--- src/rtl/qmu_pkg.sv ---
// Shared types, constants and helpers for the quaternion math unit.
// No dependencies; used by every module of the block.
`default_nettype none

package qmu_pkg;

    localparam int OP_W   = 34;   // operand width: Q2.30 CORDIC values and sign-extended words
    localparam int PROD_W = 2 * OP_W;
    localparam int ACC_W  = PROD_W + 3;

    typedef logic signed [OP_W-1:0] t_op;
    typedef logic signed [31:0]     t_word;

    localparam t_op CORDIC_GAIN = 34'sd652032874;

    typedef enum logic [1:0] {
        KIND_EULER    = 2'd0,
        KIND_HAMILTON = 2'd1,
        KIND_ROTATE   = 2'd2,
        KIND_UNUSED   = 2'd3
    } t_kind;

    typedef enum logic [1:0] {
        SH_30,
        SH_FRAC,
        SH_FRAC_M1,
        SH_EULER
    } t_shift;

    typedef struct packed {
        t_kind            kind;
        logic [3:0][31:0] q;      // x, y, z, w at indexes 0..3
        logic [3:0][31:0] o;
    } t_side;

    typedef struct packed {
        t_side side;
        t_op   cr;
        t_op   sr;
    } t_post;

    typedef struct packed {
        t_kind            kind;
        logic [3:0][31:0] res;
        logic             ovf;
    } t_fin;

    // atan(2^-i) in phase units, 2^32 per turn
    function automatic t_op f_atan(input int unsigned idx);
        t_op v;
        case (idx)
            0:  v = 34'sd536870912;
            1:  v = 34'sd316933406;
            2:  v = 34'sd167458907;
            3:  v = 34'sd85004756;
            4:  v = 34'sd42667331;
            5:  v = 34'sd21354465;
            6:  v = 34'sd10679838;
            7:  v = 34'sd5340245;
            8:  v = 34'sd2670163;
            9:  v = 34'sd1335087;
            10: v = 34'sd667544;
            11: v = 34'sd333772;
            12: v = 34'sd166886;
            13: v = 34'sd83443;
            14: v = 34'sd41722;
            15: v = 34'sd20861;
            16: v = 34'sd10430;
            17: v = 34'sd5215;
            18: v = 34'sd2608;
            19: v = 34'sd1304;
            20: v = 34'sd652;
            21: v = 34'sd326;
            22: v = 34'sd163;
            23: v = 34'sd81;
            24: v = 34'sd41;
            25: v = 34'sd20;
            26: v = 34'sd10;
            27: v = 34'sd5;
            28: v = 34'sd3;
            29: v = 34'sd1;
            30: v = 34'sd1;
            default: v = '0;
        endcase
        return v;
    endfunction

    function automatic t_op f_sx(input logic [31:0] v);
        return {{(OP_W-32){v[31]}}, v};
    endfunction

endpackage

`default_nettype wire

--- src/rtl/qmu_cordic.sv ---
// Pipelined rotation-mode CORDIC giving sine and cosine of a half angle.
// One stage per iteration; depends on qmu_pkg.
`default_nettype none

module qmu_cordic
    import qmu_pkg::*;
#(
    parameter int STEPS = 16
) (
    input  logic        i_clk,
    input  logic        i_en,
    input  logic [15:0] i_angle,
    output t_op         o_sin,
    output t_op         o_cos
);

    t_op  r_x    [STEPS];
    t_op  r_y    [STEPS];
    t_op  r_z    [STEPS];
    logic r_flip [STEPS];

    logic [31:0] ph;
    logic [31:0] ph_t;
    logic [31:0] ph_f;
    logic        pre_flip;
    t_op         pre_z;

    // fold the phase into the right half plane, negate the result afterwards
    always_comb begin
        ph       = {i_angle, 15'b0};
        ph_t     = ph + 32'h4000_0000;
        pre_flip = ph_t[31];
        ph_f     = pre_flip ? (ph - 32'h8000_0000) : ph;
        pre_z    = f_sx(ph_f);
    end

    for (genvar g = 0; g < STEPS; g++) begin : g_stage
        t_op  x_in, y_in, z_in;
        logic f_in;
        t_op  n_x, n_y, n_z;

        if (g == 0) begin : g_first
            assign x_in = CORDIC_GAIN;
            assign y_in = '0;
            assign z_in = pre_z;
            assign f_in = pre_flip;
        end else begin : g_next
            assign x_in = r_x[g-1];
            assign y_in = r_y[g-1];
            assign z_in = r_z[g-1];
            assign f_in = r_flip[g-1];
        end

        always_comb begin
            if (!z_in[OP_W-1]) begin
                n_x = x_in - (y_in >>> g);
                n_y = y_in + (x_in >>> g);
                n_z = z_in - f_atan(g);
            end else begin
                n_x = x_in + (y_in >>> g);
                n_y = y_in - (x_in >>> g);
                n_z = z_in + f_atan(g);
            end
        end

        always_ff @(posedge i_clk) begin
            if (i_en) begin
                r_x[g]    <= n_x;
                r_y[g]    <= n_y;
                r_z[g]    <= n_z;
                r_flip[g] <= f_in;
            end
        end
    end

    assign o_sin = r_flip[STEPS-1] ? -r_y[STEPS-1] : r_y[STEPS-1];
    assign o_cos = r_flip[STEPS-1] ? -r_x[STEPS-1] : r_x[STEPS-1];

endmodule

`default_nettype wire

--- config.mk ---
export PLATFORM = sky130hd
export DESIGN_NAME = qmu_cordic
export DESIGN_NICKNAME = d
export VERILOG_FILES = /design/src/rtl/qmu_pkg.sv /design/src/rtl/qmu_cordic.sv
export SDC_FILE = /design/constraint.sdc
export NUM_CORES = 2
export LEC_CHECK = 0
export BUFFER_PORTS_ARGS = -buffer_cell sky130_fd_sc_hd__buf_2
export CORE_ASPECT_RATIO = 0.9
export CORE_MARGIN = 2
export CORE_UTILIZATION = 35
export CTS_CLUSTER_DIAMETER = 50
export DETAILED_ROUTE_END_ITERATION = 8
export GPL_TIMING_DRIVEN = 0
export PLACE_DENSITY_LB_ADDON = 0.1
export SYNTH_ARGS = -nofsm -noshare
export SYNTH_HDL_FRONTEND = slang
export SYNTH_SLANG_ARGS = --single-unit
--- constraint.sdc ---
create_clock -name i_clk -period 12.35 [get_ports i_clk]
set_clock_uncertainty 0.15 [all_clocks]
set_input_delay 1.235 -clock i_clk [delete_from_list [all_inputs] [get_ports i_clk]]
set_output_delay 1.235 -clock i_clk [all_outputs]
set_load 0.02 [all_outputs]
==> impl_metrics.json <==
{
  "postRouteAntennaNets": 0,
  "hpwl_um": 280000,
  "design.die.area_um2": 353000,
  "drt-vias-per-instance": 5.40,
  "synth_area_leader_cell": "sky130_fd_sc_hd__edfxtp_1",
  "rsz0062_at_grt": "no",
  "hp-class": "register to register",
  "area_share_of_the_largest_cell_type_after_synthesis_pct": 35.5,
  "cp-start-kind": "register",
  "tritoncts": "done",
  "synth_area_um2": 122000,
  "cts_hold_buf": 0,
  "detail_route.iter0.violations": 6409,
  "routed-via-count": 96200,
  "synth_seq_cells": 1442,
  "synth_warnings": 0,
  "antenna_found_initial": 5,
  "grt.overflow.total": 0,
  "place_inst": 17400,
  "die_height_um": 564,
  "drtPass1Iterations": 6,
  "root_buffer": "sky130_fd_sc_hd__clkbuf_16",
  "timing.critical_path.to_type": "register",
  "crit_path_max_fanout": 13,
  "ys_async_sr_fraction_pct": 0,
  "met3_usage_pct": 2.23,
  "final.min_clock_period_ps": 7290,
  "post_synth_inst_count": 12700,
  "route.final.wire_length_um": 348000,
  "final-instance-count-excl-fill": 17800,
  "status": "completed",
  "clock_tree.htree_level_count": 4,
  "avgSynthCellArea_um2": 9.63,
  "max-slew-margin-rel_pct": 11.1,
  "final.period_utilization_pct": 59.0,
  "synth.most_common_cell": "sky130_fd_sc_hd__edfxtp_1",
  "cts.sinks": 1442,
  "distinct_cell_type_count_after_synthesis": 102,
  "floorplan.rows": 205,
  "fin_nets": 14400,
  "setup_tns_after_final_layout_ps": 0,
  "worst_hold_slack_ps": 268,
  "maxCapViolations": 0,
  "starting_density_pct": 35.2,
  "setup_viol_count_final": 0,
  "cts_buffers": 221,
  "critical_setup_path_kind": "register to register",
  "synth.area.top_cells": "sky130_fd_sc_hd__edfxtp_1 36%, sky130_fd_sc_hd__ha_1 14%, sky130_fd_sc_hd__xnor2_1 8.7%",
  "filler_cell_count": 34100,
  "yosysSeqAreaShare_pct": 35.5,
  "synthesis.nets": 14100,
  "drt-wirelength-per-cell_um": 19.6,
  "synth.cells.most_frequent": "1442 x sky130_fd_sc_hd__edfxtp_1, 1403 x sky130_fd_sc_hd__a21oi_1, 1375 x sky130_fd_sc_hd__ha_1",
  "setup_buffers_after_cts": 0,
  "groute.usage.overall_pct": 19.1,
  "grtUsageMet2_pct": 31.5,
  "max_slew.worst_pin.slew_ps": 1330,
  "synth-main-ff-cell": "sky130_fd_sc_hd__edfxtp_1",
  "fmax_ghz": 0.137,
  "die_width_um": 626,
  "grt_start_max_net_pins": 182,
  "worstPathArrival_ps": 7720,
  "global_route.usage.met1_pct": 26.8,
  "flow.area_growth_from_synthesis_pct": 11.4,
  "post_route_cells_drive_above_1_share_pct": 4.84,
  "globalplace.congestion": 0.897,
  "numPortBuffers": 85,
  "cts.clk_slew.worst_paths_ps": 60,
  "io-pin-count": 86,
  "final_max_slew_viol_count": 0,
  "grt-busiest-layer": "met2",
  "fin_util_pct": 39.2,
  "synth_edf_count": 1442,
  "endpoints_failing_hold": 0,
  "core-area_um2": 347000,
  "cts_resized": 0,
  "via_count_of_the_first_global_routing_pass": 92500,
  "first_pass_grt_wire_length_um": 540000,
  "insertion_delay_ps": 880,
  "clock_path_buffers": 4,
  "route.detailed.drc": 0,
  "worst-endpoint-required_ps": 12780
}
[worst max-delay path, stage by stage (launching register included)]
cell	delay, ps
sky130_fd_sc_hd__edfxtp_1	780
sky130_fd_sc_hd__clkbuf_1	700
sky130_fd_sc_hd__clkbuf_1	670
sky130_fd_sc_hd__buf_1	550
sky130_fd_sc_hd__nor2_1	160
sky130_fd_sc_hd__xnor2_1	420
sky130_fd_sc_hd__ha_1	360
sky130_fd_sc_hd__a21oi_1	270
sky130_fd_sc_hd__o21ai_0	170
sky130_fd_sc_hd__a221oi_1	590
sky130_fd_sc_hd__a221oi_1	290
sky130_fd_sc_hd__a221oi_1	660
sky130_fd_sc_hd__o21ai_0	350
sky130_fd_sc_hd__a21oi_1	450
sky130_fd_sc_hd__o21ai_0	190
sky130_fd_sc_hd__xor2_1	190
[cell families (layout without fill, tap and decap cells)]
| family | count (synthesis) | in the layout | synth area share [%] |
|---|---|---|---|
| flip-flops | 1442 | 1442 | 35.5 |
| adder cells (fa/ha/maj) | 1416 | 1416 | 14.8 |
| AO/OA/AOI/OAI | 3921 | 3921 | 20.5 |
| AND/OR/NAND/NOR | 3175 | 3175 | 12.7 |
| other | 0 | 4 | 0 |
| buffers and inverters | 739 | 1240 | 2.29 |
| multiplexers | 113 | 113 | 0.982 |
| XOR/XNOR | 1844 | 1844 | 13.3 |
[cell type report]
cell class              count  area (um^2)  share of cell area (%)
clock buffers             241         5690                    4.19
clock inverters           162         1570                    1.16
flip-flops and latches   1442        43300                    31.9
multi-input cells       10500        75700                    55.8
diodes                      4         10.0                 0.00738
inverters                 550         2060                    1.52
well taps                4657         5830                    4.29
repair buffers             98          768                   0.566
plain buffers             189          721                   0.531
[layout by cell type, fill, tap and decap left out, drive strengths merged, types with 85 or more instances in the layout]
cell and n:
edfxtp 1442, a21oi 1405, ha 1375, xnor2 1207, nor2 1060, a21o 686
xor2 637, nand2 602, o21ai 599, inv 581, clkbuf 385, nor3 313
nand3 215, o21a 209, nor2b 196, nand2b 181, o21bai 166, a31oi 166
buf 143, a211oi 120, and3 103, nand4 89, nor4 85
[per-stage QoR]
stage          cell area, um^2  setup slack [ps]
2_1_floorplan           122000              7280
3_3_place_gp            128000            -14600
3_5_place_dp            128000              5020
4_1_cts                 136000              4940
5_1_grt                 136000              4590
6_report                136000              5060
[per-layer routing]
layer | part of all wire, % | wire length [um]
met1 | 48 | 167000
met2 | 45 | 159000
met3 | 4.4 | 15200
met4 | 2.2 | 7510
met5 | 0 | 0
[final timing paths]
kind / startpoint / end / slack, ps / cells after the start
setup / recovery: r_z[0][203] / r_x[0][236] / 5060 / 15
hold / removal: r_flip[2][0] / r_flip[2][1] / 270 / 0
setup reg to reg: r_z[0][203] / r_x[0][236] / 5060 / 15
hold reg to reg: r_flip[2][0] / r_flip[2][1] / 270 / 0
[state kept, by name, indices dropped and copies added, names as in the netlist]
| register | cells |
|---|---|
| r_flip | 16 |
| r_z | 432 |
| r_y | 510 |
| r_x | 484 |
Power is not shown: default switching activity piles up to over one toggle a cycle in this logic, so the estimate is an artifact.
